$ cat src/rtl/bencode_stream_tokenizer_macros.svh
// assertion macros for the bencode stream tokenizer
`ifndef BENCODE_STREAM_TOKENIZER_MACROS_SVH
`define BENCODE_STREAM_TOKENIZER_MACROS_SVH

// same-cycle implication
`define BST_ASSERT_NOW(label, clk, rstn, ante, cons, msg) \
    label: assert property (@(posedge clk) disable iff (!(rstn)) (ante) |-> (cons)) \
        else $error(msg);

// next-cycle implication
`define BST_ASSERT_NEXT(label, clk, rstn, ante, cons, msg) \
    label: assert property (@(posedge clk) disable iff (!(rstn)) (ante) |=> (cons)) \
        else $error(msg);

`endif

$ cat src/rtl/bst_pkg.sv
// types, codes and helpers shared by the bencode stream tokenizer
package bst_pkg;

    localparam int DEPTH_W = 6;
    localparam int FRAME_W = 34;

    localparam logic [7:0] CH_D     = 8'h64;
    localparam logic [7:0] CH_L     = 8'h6c;
    localparam logic [7:0] CH_I     = 8'h69;
    localparam logic [7:0] CH_E     = 8'h65;
    localparam logic [7:0] CH_COLON = 8'h3a;
    localparam logic [7:0] CH_0     = 8'h30;
    localparam logic [7:0] CH_9     = 8'h39;
    localparam logic [7:0] CH_MINUS = 8'h2d;
    localparam logic [7:0] CH_PLUS  = 8'h2b;

    localparam logic [2:0] K_DICT  = 3'd0;
    localparam logic [2:0] K_LIST  = 3'd1;
    localparam logic [2:0] K_END   = 3'd2;
    localparam logic [2:0] K_INT   = 3'd3;
    localparam logic [2:0] K_SHDR  = 3'd4;
    localparam logic [2:0] K_SBYTE = 3'd5;
    localparam logic [2:0] K_ERR   = 3'd6;
    localparam logic [2:0] K_UNTERM = 3'd7;

    localparam logic [2:0] E_ILLEGAL  = 3'd0;
    localparam logic [2:0] E_KEY      = 3'd1;
    localparam logic [2:0] E_NUMBER   = 3'd2;
    localparam logic [2:0] E_INT_END  = 3'd3;
    localparam logic [2:0] E_STR_END  = 3'd4;
    localparam logic [2:0] E_DEEP     = 3'd5;

    localparam logic [1:0] FK_DKEY = 2'd0;
    localparam logic [1:0] FK_LIST = 2'd1;
    localparam logic [1:0] FK_DVAL = 2'd2;

    typedef enum logic [2:0] {
        PH_VALUE = 3'd0,
        PH_ISIGN = 3'd1,
        PH_IDIG  = 3'd2,
        PH_SLEN  = 3'd3,
        PH_SBODY = 3'd4,
        PH_DONE  = 3'd5
    } phase_t;

    typedef struct packed {
        logic [2:0]         kind;
        logic [63:0]        value;
        logic               wide;
        logic [31:0]        offset;
        logic [31:0]        length;
        logic [DEPTH_W-1:0] depth;
        logic [2:0]         error_code;
        logic               is_key;
        logic               last;
    } res_t;

    function automatic res_t mk_res(input logic [2:0] kind, input logic [63:0] value,
                                    input logic wide, input logic [31:0] offset,
                                    input logic [31:0] length,
                                    input logic [DEPTH_W-1:0] depth,
                                    input logic [2:0] err, input logic key);
        res_t r;
        r.kind       = kind;
        r.value      = value;
        r.wide       = wide;
        r.offset     = offset;
        r.length     = length;
        r.depth      = depth;
        r.error_code = err;
        r.is_key     = key;
        r.last       = 1'b0;
        return r;
    endfunction

endpackage

$ cat src/rtl/bst_ram.sv
// generic single-write, single-read ram with registered read data
module bst_ram #(
    parameter int WIDTH = 34,
    parameter int DEPTH = 32,
    localparam int AW = (DEPTH > 1) ? $clog2(DEPTH) : 1
) (
    input  logic             aclk,
    input  logic             we,
    input  logic [AW-1:0]    waddr,
    input  logic [WIDTH-1:0] wdata,
    input  logic [AW-1:0]    raddr,
    output logic [WIDTH-1:0] rdata
);

    logic [WIDTH-1:0] mem [DEPTH];

    always_ff @(posedge aclk) begin
        if (we) begin
            mem[waddr] <= wdata;
        end
        rdata <= mem[raddr];
    end

endmodule

$ cat src/rtl/bencode_stream_tokenizer.sv
// top level of the bencode stream tokenizer
//
//  channel | direction | handshake         | payload
//  --------+-----------+-------------------+------------------------------------------
//  cfg     | in        | cfg_wr_en         | cfg_wr_data (base_offset)
//  s_      | in        | s_valid/s_ready   | byte_in, first, final_req
//  m_      | out       | m_valid/m_ready   | kind, value, wide, offset, length, depth,
//          |           |                   | error_code, is_key, last
//
// one byte per cycle while s_ready is high; each byte updates state in the cycle it is accepted
// the frame stack sits in a ram; the top frame is cached in registers and the
// frame below it is prefetched every cycle, with forwarding on push
// results go to a four-entry queue; s_ready drops while fewer than two slots are free
// reset is synchronous and needs no clearing pass
`include "bencode_stream_tokenizer_macros.svh"

module bencode_stream_tokenizer #(
    parameter int STACK_DEPTH = 32
) (
    input  logic               aclk,
    input  logic               aresetn,
    input  logic               cfg_wr_en,
    input  logic [31:0]        cfg_wr_data,
    input  logic               s_valid,
    output logic               s_ready,
    input  logic [7:0]         s_byte_in,
    input  logic               s_first,
    input  logic               s_final_req,
    output logic               m_valid,
    input  logic               m_ready,
    output logic [2:0]         m_kind,
    output logic signed [63:0] m_value,
    output logic               m_wide,
    output logic [31:0]        m_offset,
    output logic [31:0]        m_length,
    output logic [5:0]         m_depth,
    output logic [2:0]         m_error_code,
    output logic               m_is_key,
    output logic               m_last
);

    localparam int AW = (STACK_DEPTH > 1) ? $clog2(STACK_DEPTH) : 1;
    localparam int DW = bst_pkg::DEPTH_W;
    localparam int FW = bst_pkg::FRAME_W;

    logic [31:0]          base_reg;
    logic [31:0]          pos_reg, pos_next;
    logic [DW-1:0]        depth_reg, depth_next;
    bst_pkg::phase_t      phase_reg, phase_next;
    logic [63:0]          acc_reg, acc_next;
    logic                 neg_reg, neg_next;
    logic                 seen_reg, seen_next;
    logic [31:0]          rem_reg, rem_next;
    logic [31:0]          tok_reg, tok_next;
    logic                 halt_reg, halt_next;
    logic [1:0]           top_kind_reg, top_kind_next;
    logic [31:0]          top_start_reg, top_start_next;
    logic [31:0]          root_reg, root_next;
    logic                 fwd_reg, fwd_next;
    logic [FW-1:0]        fwd_data_reg;

    logic [31:0]          pos_c;
    logic [DW-1:0]        depth_c;
    bst_pkg::phase_t      phase_c;
    logic [63:0]          acc_c;
    logic                 neg_c, seen_c, halt_c;
    logic [31:0]          rem_c, tok_c;

    logic                 in_acc, out_acc;
    logic                 mem_we;
    logic [AW-1:0]        mem_waddr, mem_raddr;
    logic [FW-1:0]        mem_wdata, ram_q, below;
    logic                 pop, vdone, a_v, b_v;
    bst_pkg::res_t        res0, res1, slot0, slot1, head;
    logic                 is_digit, in_dkey;
    logic [3:0]           dig;
    logic [67:0]          acc_x10, int_lim;
    logic [31:0]          slen;
    logic [DW-1:0]        depth_m1;

    bst_pkg::res_t        fifo_reg [4];
    logic [1:0]           wr_ptr_reg, rd_ptr_reg;
    logic [2:0]           cnt_reg, cnt_next;
    logic                 wr0, wr1;

    bst_ram #(.WIDTH(FW), .DEPTH(STACK_DEPTH)) u_frames (
        .aclk  (aclk),
        .we    (mem_we),
        .waddr (mem_waddr),
        .wdata (mem_wdata),
        .raddr (mem_raddr),
        .rdata (ram_q)
    );

    assign in_acc  = s_valid && s_ready;
    assign out_acc = m_valid && m_ready;
    assign s_ready = (cnt_reg <= 3'd2);
    assign m_valid = (cnt_reg != 3'd0);
    assign below   = fwd_reg ? fwd_data_reg : ram_q;

    assign is_digit = (s_byte_in >= bst_pkg::CH_0) && (s_byte_in <= bst_pkg::CH_9);
    assign dig      = 4'(s_byte_in - bst_pkg::CH_0);
    assign pos_c    = s_first ? 32'd0 : pos_reg;
    assign depth_c  = s_first ? '0 : depth_reg;
    assign phase_c  = s_first ? bst_pkg::PH_VALUE : phase_reg;
    assign acc_c    = s_first ? 64'd0 : acc_reg;
    assign neg_c    = s_first ? 1'b0 : neg_reg;
    assign seen_c   = s_first ? 1'b0 : seen_reg;
    assign rem_c    = s_first ? 32'd0 : rem_reg;
    assign tok_c    = s_first ? 32'd0 : tok_reg;
    assign halt_c   = s_first ? 1'b0 : halt_reg;
    assign acc_x10  = ({4'd0, acc_c} << 3) + ({4'd0, acc_c} << 1) + 68'(dig);
    assign int_lim  = neg_c ? 68'h0_8000_0000_0000_0000 : 68'h0_7FFF_FFFF_FFFF_FFFF;
    assign in_dkey  = (depth_c != '0) && (top_kind_reg == bst_pkg::FK_DKEY);
    assign slen     = acc_c[31:0];
    assign depth_m1 = depth_c - DW'(1);

    always_comb begin
        pos_next       = pos_reg;
        depth_next     = depth_reg;
        phase_next     = phase_reg;
        acc_next       = acc_reg;
        neg_next       = neg_reg;
        seen_next      = seen_reg;
        rem_next       = rem_reg;
        tok_next       = tok_reg;
        halt_next      = halt_reg;
        top_kind_next  = top_kind_reg;
        top_start_next = top_start_reg;
        root_next      = root_reg;
        res0           = '0;
        res1           = '0;
        a_v            = 1'b0;
        b_v            = 1'b0;
        mem_we         = 1'b0;
        mem_waddr      = depth_m1[AW-1:0];
        mem_wdata      = {top_kind_reg, top_start_reg};
        pop            = 1'b0;
        vdone          = 1'b0;
        if (in_acc) begin
            pos_next   = pos_c + 32'd1;
            depth_next = depth_c;
            phase_next = phase_c;
            acc_next   = acc_c;
            neg_next   = neg_c;
            seen_next  = seen_c;
            rem_next   = rem_c;
            tok_next   = tok_c;
            halt_next  = halt_c;
            if (!halt_c) begin
                unique case (phase_c)
                    bst_pkg::PH_VALUE: begin
                        priority if (s_byte_in == bst_pkg::CH_E) begin
                            if (depth_c == '0 || top_kind_reg == bst_pkg::FK_DVAL) begin
                                a_v = 1'b1;
                                res0 = bst_pkg::mk_res(bst_pkg::K_ERR, 64'd0, 1'b0,
                                    base_reg + pos_c, 32'd0, depth_c,
                                    bst_pkg::E_ILLEGAL, 1'b0);
                                halt_next = 1'b1;
                            end else begin
                                a_v = 1'b1;
                                res0 = bst_pkg::mk_res(bst_pkg::K_END, 64'd0, 1'b0,
                                    base_reg + top_start_reg,
                                    pos_c - top_start_reg + 32'd1, depth_m1,
                                    bst_pkg::E_ILLEGAL, 1'b0);
                                depth_next = depth_m1;
                                pop = 1'b1;
                                vdone = 1'b1;
                            end
                        end else if (is_digit) begin
                            tok_next = pos_c;
                            acc_next = 64'(dig);
                            phase_next = bst_pkg::PH_SLEN;
                        end else if (s_byte_in == bst_pkg::CH_D || s_byte_in == bst_pkg::CH_L
                                     || s_byte_in == bst_pkg::CH_I) begin
                            if (in_dkey) begin
                                a_v = 1'b1;
                                res0 = bst_pkg::mk_res(bst_pkg::K_ERR, 64'd0, 1'b0,
                                    base_reg + pos_c, 32'd0, depth_c,
                                    bst_pkg::E_KEY, 1'b0);
                                halt_next = 1'b1;
                            end else if (s_byte_in == bst_pkg::CH_I) begin
                                tok_next = pos_c;
                                acc_next = 64'd0;
                                neg_next = 1'b0;
                                seen_next = 1'b0;
                                phase_next = bst_pkg::PH_ISIGN;
                            end else if (depth_c >= DW'(STACK_DEPTH)) begin
                                a_v = 1'b1;
                                res0 = bst_pkg::mk_res(bst_pkg::K_ERR, 64'd0, 1'b0,
                                    base_reg + pos_c, 32'd0, depth_c,
                                    bst_pkg::E_DEEP, 1'b0);
                                halt_next = 1'b1;
                            end else begin
                                a_v = 1'b1;
                                res0 = bst_pkg::mk_res(
                                    (s_byte_in == bst_pkg::CH_D) ? bst_pkg::K_DICT
                                                                 : bst_pkg::K_LIST,
                                    64'd0, 1'b0, base_reg + pos_c, 32'd0, depth_c,
                                    bst_pkg::E_ILLEGAL, 1'b0);
                                mem_we = (depth_c != '0);
                                top_kind_next = (s_byte_in == bst_pkg::CH_D) ?
                                    bst_pkg::FK_DKEY : bst_pkg::FK_LIST;
                                top_start_next = pos_c;
                                if (depth_c == '0) begin
                                    root_next = pos_c;
                                end
                                depth_next = depth_c + DW'(1);
                            end
                        end else begin
                            a_v = 1'b1;
                            res0 = bst_pkg::mk_res(bst_pkg::K_ERR, 64'd0, 1'b0,
                                base_reg + pos_c, 32'd0, depth_c,
                                bst_pkg::E_ILLEGAL, 1'b0);
                            halt_next = 1'b1;
                        end
                    end
                    bst_pkg::PH_ISIGN, bst_pkg::PH_IDIG: begin
                        priority if (phase_c == bst_pkg::PH_ISIGN
                                     && s_byte_in == bst_pkg::CH_MINUS) begin
                            neg_next = 1'b1;
                            phase_next = bst_pkg::PH_IDIG;
                        end else if (phase_c == bst_pkg::PH_ISIGN
                                     && s_byte_in == bst_pkg::CH_PLUS) begin
                            phase_next = bst_pkg::PH_IDIG;
                        end else if (is_digit) begin
                            if (acc_x10 > int_lim) begin
                                a_v = 1'b1;
                                res0 = bst_pkg::mk_res(bst_pkg::K_ERR, 64'd0, 1'b0,
                                    base_reg + pos_c, 32'd0, depth_c,
                                    bst_pkg::E_NUMBER, 1'b0);
                                halt_next = 1'b1;
                            end else begin
                                acc_next = acc_x10[63:0];
                                seen_next = 1'b1;
                                phase_next = bst_pkg::PH_IDIG;
                            end
                        end else if (phase_c == bst_pkg::PH_IDIG
                                     && s_byte_in == bst_pkg::CH_E && seen_c) begin
                            a_v = 1'b1;
                            res0 = bst_pkg::mk_res(bst_pkg::K_INT,
                                neg_c ? (64'd0 - acc_c) : acc_c,
                                neg_c ? (acc_c > 64'h8000_0000) : (acc_c > 64'h7FFF_FFFF),
                                base_reg + tok_c, pos_c - tok_c + 32'd1, depth_c,
                                bst_pkg::E_ILLEGAL, 1'b0);
                            vdone = 1'b1;
                        end else begin
                            a_v = 1'b1;
                            res0 = bst_pkg::mk_res(bst_pkg::K_ERR, 64'd0, 1'b0,
                                base_reg + pos_c, 32'd0, depth_c,
                                bst_pkg::E_NUMBER, 1'b0);
                            halt_next = 1'b1;
                        end
                    end
                    bst_pkg::PH_SLEN: begin
                        priority if (is_digit) begin
                            acc_next = acc_x10[63:0];
                            if (acc_x10 > 68'h7FFF_FFFF) begin
                                a_v = 1'b1;
                                res0 = bst_pkg::mk_res(bst_pkg::K_ERR, 64'd0, 1'b0,
                                    base_reg + pos_c, 32'd0, depth_c,
                                    bst_pkg::E_NUMBER, 1'b0);
                                halt_next = 1'b1;
                            end
                        end else if (s_byte_in == bst_pkg::CH_COLON) begin
                            a_v = 1'b1;
                            res0 = bst_pkg::mk_res(bst_pkg::K_SHDR, {32'd0, slen}, 1'b0,
                                base_reg + tok_c, pos_c - tok_c + 32'd1 + slen, depth_c,
                                bst_pkg::E_ILLEGAL, in_dkey);
                            rem_next = slen;
                            if (slen == 32'd0) begin
                                vdone = 1'b1;
                            end else begin
                                phase_next = bst_pkg::PH_SBODY;
                            end
                        end else begin
                            a_v = 1'b1;
                            res0 = bst_pkg::mk_res(bst_pkg::K_ERR, 64'd0, 1'b0,
                                base_reg + pos_c, 32'd0, depth_c,
                                bst_pkg::E_NUMBER, 1'b0);
                            halt_next = 1'b1;
                        end
                    end
                    bst_pkg::PH_SBODY: begin
                        a_v = 1'b1;
                        res0 = bst_pkg::mk_res(bst_pkg::K_SBYTE, {56'd0, s_byte_in}, 1'b0,
                            base_reg + tok_c, 32'd0, depth_c, bst_pkg::E_ILLEGAL, in_dkey);
                        rem_next = rem_c - 32'd1;
                        if (rem_c == 32'd1) begin
                            vdone = 1'b1;
                        end
                    end
                    bst_pkg::PH_DONE: begin
                    end
                    default: begin
                    end
                endcase
            end
            if (pop) begin
                top_kind_next  = below[FW-1:32];
                top_start_next = below[31:0];
            end
            if (vdone) begin
                if (depth_next == '0) begin
                    phase_next = bst_pkg::PH_DONE;
                end else begin
                    if (top_kind_next == bst_pkg::FK_DKEY) begin
                        top_kind_next = bst_pkg::FK_DVAL;
                    end else if (top_kind_next == bst_pkg::FK_DVAL) begin
                        top_kind_next = bst_pkg::FK_DKEY;
                    end
                    phase_next = bst_pkg::PH_VALUE;
                end
            end
            if (!halt_next && s_final_req) begin
                if (phase_next == bst_pkg::PH_ISIGN || phase_next == bst_pkg::PH_IDIG) begin
                    b_v = 1'b1;
                    res1 = bst_pkg::mk_res(bst_pkg::K_ERR, 64'd0, 1'b0, base_reg + pos_c,
                        32'd0, depth_next, bst_pkg::E_INT_END, 1'b0);
                end else if (phase_next == bst_pkg::PH_SLEN
                             || phase_next == bst_pkg::PH_SBODY) begin
                    b_v = 1'b1;
                    res1 = bst_pkg::mk_res(bst_pkg::K_ERR, 64'd0, 1'b0, base_reg + pos_c,
                        32'd0, depth_next, bst_pkg::E_STR_END, 1'b0);
                end else if (depth_next != '0) begin
                    b_v = 1'b1;
                    res1 = bst_pkg::mk_res(bst_pkg::K_UNTERM, 64'd0, 1'b0,
                        base_reg + root_next, pos_c - root_next + 32'd1, depth_next,
                        bst_pkg::E_ILLEGAL, 1'b0);
                end
            end
            if (s_final_req) begin
                halt_next = 1'b1;
            end
        end
    end

    // prefetch the frame below the next top
    assign mem_raddr = AW'(depth_next - DW'(2));
    assign fwd_next  = mem_we && (mem_waddr == mem_raddr);

    assign wr0 = a_v || b_v;
    assign wr1 = a_v && b_v;
    always_comb begin
        slot0 = a_v ? res0 : res1;
        slot0.last = !(a_v && b_v);
        slot1 = res1;
        slot1.last = 1'b1;
    end
    assign cnt_next = cnt_reg + 3'(wr0) + 3'(wr1) - 3'(out_acc);

    always_ff @(posedge aclk) begin
        if (!aresetn) begin
            base_reg      <= '0;
            pos_reg       <= '0;
            depth_reg     <= '0;
            phase_reg     <= bst_pkg::PH_VALUE;
            acc_reg       <= '0;
            neg_reg       <= 1'b0;
            seen_reg      <= 1'b0;
            rem_reg       <= '0;
            tok_reg       <= '0;
            halt_reg      <= 1'b0;
            top_kind_reg  <= bst_pkg::FK_DKEY;
            top_start_reg <= '0;
            root_reg      <= '0;
            fwd_reg       <= 1'b0;
            wr_ptr_reg    <= '0;
            rd_ptr_reg    <= '0;
            cnt_reg       <= '0;
        end else begin
            if (cfg_wr_en) begin
                base_reg <= cfg_wr_data;
            end
            pos_reg       <= pos_next;
            depth_reg     <= depth_next;
            phase_reg     <= phase_next;
            acc_reg       <= acc_next;
            neg_reg       <= neg_next;
            seen_reg      <= seen_next;
            rem_reg       <= rem_next;
            tok_reg       <= tok_next;
            halt_reg      <= halt_next;
            top_kind_reg  <= top_kind_next;
            top_start_reg <= top_start_next;
            root_reg      <= root_next;
            fwd_reg       <= fwd_next;
            wr_ptr_reg    <= wr_ptr_reg + 2'(wr0) + 2'(wr1);
            rd_ptr_reg    <= rd_ptr_reg + 2'(out_acc);
            cnt_reg       <= cnt_next;
        end
    end

    always_ff @(posedge aclk) begin
        fwd_data_reg <= mem_wdata;
        if (wr0) begin
            fifo_reg[wr_ptr_reg] <= slot0;
        end
        if (wr1) begin
            fifo_reg[wr_ptr_reg + 2'd1] <= slot1;
        end
    end

    assign head         = fifo_reg[rd_ptr_reg];
    assign m_kind       = head.kind;
    assign m_value      = signed'(head.value);
    assign m_wide       = head.wide;
    assign m_offset     = head.offset;
    assign m_length     = head.length;
    assign m_depth      = head.depth;
    assign m_error_code = head.error_code;
    assign m_is_key     = head.is_key;
    assign m_last       = head.last;

    `BST_ASSERT_NEXT(a_final_halts, aclk, aresetn, in_acc && s_final_req, halt_reg, "final transaction did not halt parsing")
    `BST_ASSERT_NOW(a_depth_bound, aclk, aresetn, 1'b1, depth_reg <= DW'(STACK_DEPTH), "stack depth beyond limit")
    `BST_ASSERT_NOW(a_queue_bound, aclk, aresetn, 1'b1, cnt_reg <= 3'd4, "result queue overflow")

endmodule
$ cat config.mk
export PLATFORM = sky130hd
export DESIGN_NAME = bencode_stream_tokenizer
export DESIGN_NICKNAME = d
export VERILOG_FILES = /design/src/rtl/bst_pkg.sv /design/src/rtl/bst_ram.sv /design/src/rtl/bencode_stream_tokenizer.sv
export VERILOG_INCLUDE_DIRS = /design/src /design/src/rtl
export SDC_FILE = /design/constraint.sdc
export NUM_CORES = 2
export LEC_CHECK = 0
export BUFFER_PORTS_ARGS = -buffer_cell sky130_fd_sc_hd__clkbuf_2
export CORE_ASPECT_RATIO = 0.8
export CORE_MARGIN = 2
export CORE_UTILIZATION = 30
export CTS_CLUSTER_SIZE = 28
export DETAILED_ROUTE_END_ITERATION = 8
export SYNTH_ARGS = -nofsm -noshare
export SYNTH_HDL_FRONTEND = slang
export SYNTH_HIERARCHICAL = 1
export SYNTH_SLANG_ARGS = --single-unit
$ cat constraint.sdc
create_clock -name aclk -period 18.9 [get_ports aclk]
set_input_delay 5.67 -clock aclk [delete_from_list [all_inputs] [get_ports aclk]]
set_output_delay 5.67 -clock aclk [all_outputs]
set_load 0.02 [all_outputs]
==> impl_metrics.toml <==
[run_status]
outcome = "finished clean"

[final_layout]
drive_gt1_share_pct = 11.5
final_common_cell = "edfxtp_1"
layout_common_cells = "1,392 x edfxtp_1, 736 x nand2_1, 666 x mux2i_1"
final_nets = 10298
largest_reg_flops = 1088
area_growth_pct = 12.9

[yosys]
ys_ff_latch = 2006
synth_cell_types = 95
synth_compound_area_share_pct = 17.0
syn_nets = 10252
synth_top_flop_cell = "edfxtp_1"
postSynthCellCount = 9654
synth_edf_count = 1392
synth_warnings = 6
async_reset_ff_share_pct = 0
synth_area_um2 = 108000
avgSynthCellArea_um2 = 11.2
synth_xor_area_share_pct = 2.86
synth_adder_area_share_pct = 6.49
yosysSeqAreaShare_pct = 50.3
synth_top_family_by_area = "compound AO/OA/AOI/OAI gates"
muxShareOfSynthArea_pct = 9.67
yosys.area_share.simple_pct = 10.4

[placement]
io_buffers = 191
gp_congestion = 0.975
place_hpwl_um = 256000
dp_slack_ns = 2.10

[floorplan]
ios = 192
start_util_pct = 30.2
die_h_um = 540
rows = 196
die_x_um = 674
core_area_um2 = 357000
design.die.area_um2 = 364000

[run]
cap_violations = 0

[timing]
setup_viol = 0
worst_hold_slack_ns = 0.444
period_share_pct = 86.3
finalSetupTns_ns = 0
slew_violations = 0
finClkSkew_ns = 0.103
tightestPinTransition_ns = 1.43
finalCriticalPeriod_ns = 16.32
setup_slack_ns = 2.58
rsz0062_at_grt = "false"
slew_headroom_pct = 4.07
finalHoldViolCount = 0
fmax_ghz = 0.0613

[clock_tree]
cts_tree = "built"
clk_pin_slew_ns = 0.06
cts_setup_buffers = 0
clkLatencyLatePin_ns = 0.91
cts-root-buf = "clkbuf_16"
cts_buffers = 208
cts_sinks = 2006
cts_hold_buf = 0
htreeDepth = 4
cts_resized = 0
clockBufferDepth = 3

[grt]
grt_start_max_net_pins = 200
grt.total_usage_pct = 20.3
overflow = 0
antenna_found_initial = 22
grt_pass1_wl_um = 551000
grt_pass1_vias = 76415

[drt]
drt-pass1-iter-count = 7
post_drt_via_cell_ratio = 5.72
ant_nets = 0
drt_iter0_drc = 11756
drcViolationCount = 0
vias = 83654
drt-total-wl_um = 385000
wire_per_inst_um = 26.3

[setup_path]
critPathCaptureType = "flop"
arrival_ns = 16.78
critPathMaxFanout = 66
cp-start-kind = "input pin"
critical_path.max_stage_delay_ns = 0.76
critical_path_class = "in -> reg"
crit_required_ns = 19.36
critPathSlowestCell = "a2111oi_4"

[power]
power.density_nw_per_um2 = 97.0
p_leak_nw = 44.9
peakVddDrop_uv = 94.1

[hold_path]
holdCritPathClass = "reg -> reg"
routing by layer:
layer / global-route usage, % / vias to the layer above / wire length (µm)
met1: 30.2 / 41680 / 170000
met3: 5.58 / 513 / 48000
met5: 0 / - / 77
li1: - / 37009 / -
met4: 6.14 / 10 / 11900
met2: 28.3 / 4442 / 155000
cell families (layout without fill, tap and decap cells):
family          count (synthesis)  count (layout)
flops                        2006            2006
xor+xnor                      352             352
fa+ha+maj                     551             551
mux                           855             855
simple gates                 2314            2314
other cells                     0               5
buf+inv                       832            1058
compound gates               2744            2744
cells in the mapped netlist, drive strengths merged (40+ instances only):
cell | instances | area share (%)
and2 | 112 | 0.65
buf | 226 | 1.2
nand3 | 226 | 1.1
xnor2 | 229 | 1.9
o2bb2ai | 93 | 0.76
a22oi | 187 | 1.3
dfxtp | 614 | 11
ha | 539 | 6.3
clkbuf | 394 | 1.4
o21ai | 593 | 2.8
o22ai | 230 | 1.3
a221oi | 55 | 0.45
xor2 | 123 | 1.0
nand2b | 57 | 0.33
inv | 210 | 0.73
nand4 | 57 | 0.33
nor3 | 146 | 0.68
edfxtp | 1392 | 39
nand2 | 745 | 2.6
o211a | 64 | 0.60
or3 | 81 | 0.47
mux2 | 46 | 0.48
a21oi | 539 | 2.5
a31oi | 102 | 0.59
nor2 | 456 | 1.6
o21a | 58 | 0.40
a22o | 128 | 1.0
and3 | 58 | 0.34
a222oi | 40 | 0.37
a21o | 148 | 1.0
mux2i | 666 | 6.2
mux4 | 143 | 3.0
a211oi | 47 | 0.33
nor2b | 228 | 1.3
o211ai | 191 | 1.3
worst paths after layout:
path | slack, ns | to | start | cells past startpoint
min reg2reg | 0.44 | fifo_reg[3][0] | fifo_reg[3][0] | 2
max | 2.58 | fifo_reg[2][32] | s_first | 33
max reg2reg | 7.53 | fifo_reg[2][32] | acc_reg[5] | 29
min | 0.44 | fifo_reg[3][0] | fifo_reg[3][0] | 2
metrics by stage:
step	cell area (µm²)	power (mW)	utilization, %	instances
finish	121000	11.8	34.0	14637
global route	121000	12.2	34.0	14636
CTS	121000	11.8	34.0	14632
detailed placement	114000	7.55	32.1	14242
global placement	114000	7.54	32.1	14242
floorplan	108000	6.60	-	9654
worst max-delay path, delay by kind of cell:
kind | cells | cell delay, ns
adders and majority gates | 3 | 0.97
muxes | 1 | 0.53
and+or+nand+nor | 9 | 1.98
AOI/OAI and AO/OA | 11 | 4.41
buffers and inverters | 8 | 2.81
xor gates and xnor gates | 1 | 0.26
final cells by class:
type | instances | area, µm²
clock inverters | 110 | 1260
fillers | 35442 | 235000
well taps | 4752 | 5950
flip-flops and latches | 2006 | 54100
inverters | 212 | 806
repair buffers | 456 | 3060
diodes | 5 | 12.5
clock buffers | 280 | 5810
multi-input cells | 6816 | 50500
where the power goes:
group | switching [mW] | leakage [nW] | total, mW | internal, mW
combinational | 1.78 | 22.1 | 2.55 | 0.773
clock | 1.83 | 3.43 | 4.24 | 2.41
sequential | 0.171 | 19.4 | 4.99 | 4.82
No activity file was read; power rests on OpenSTA's default activity.
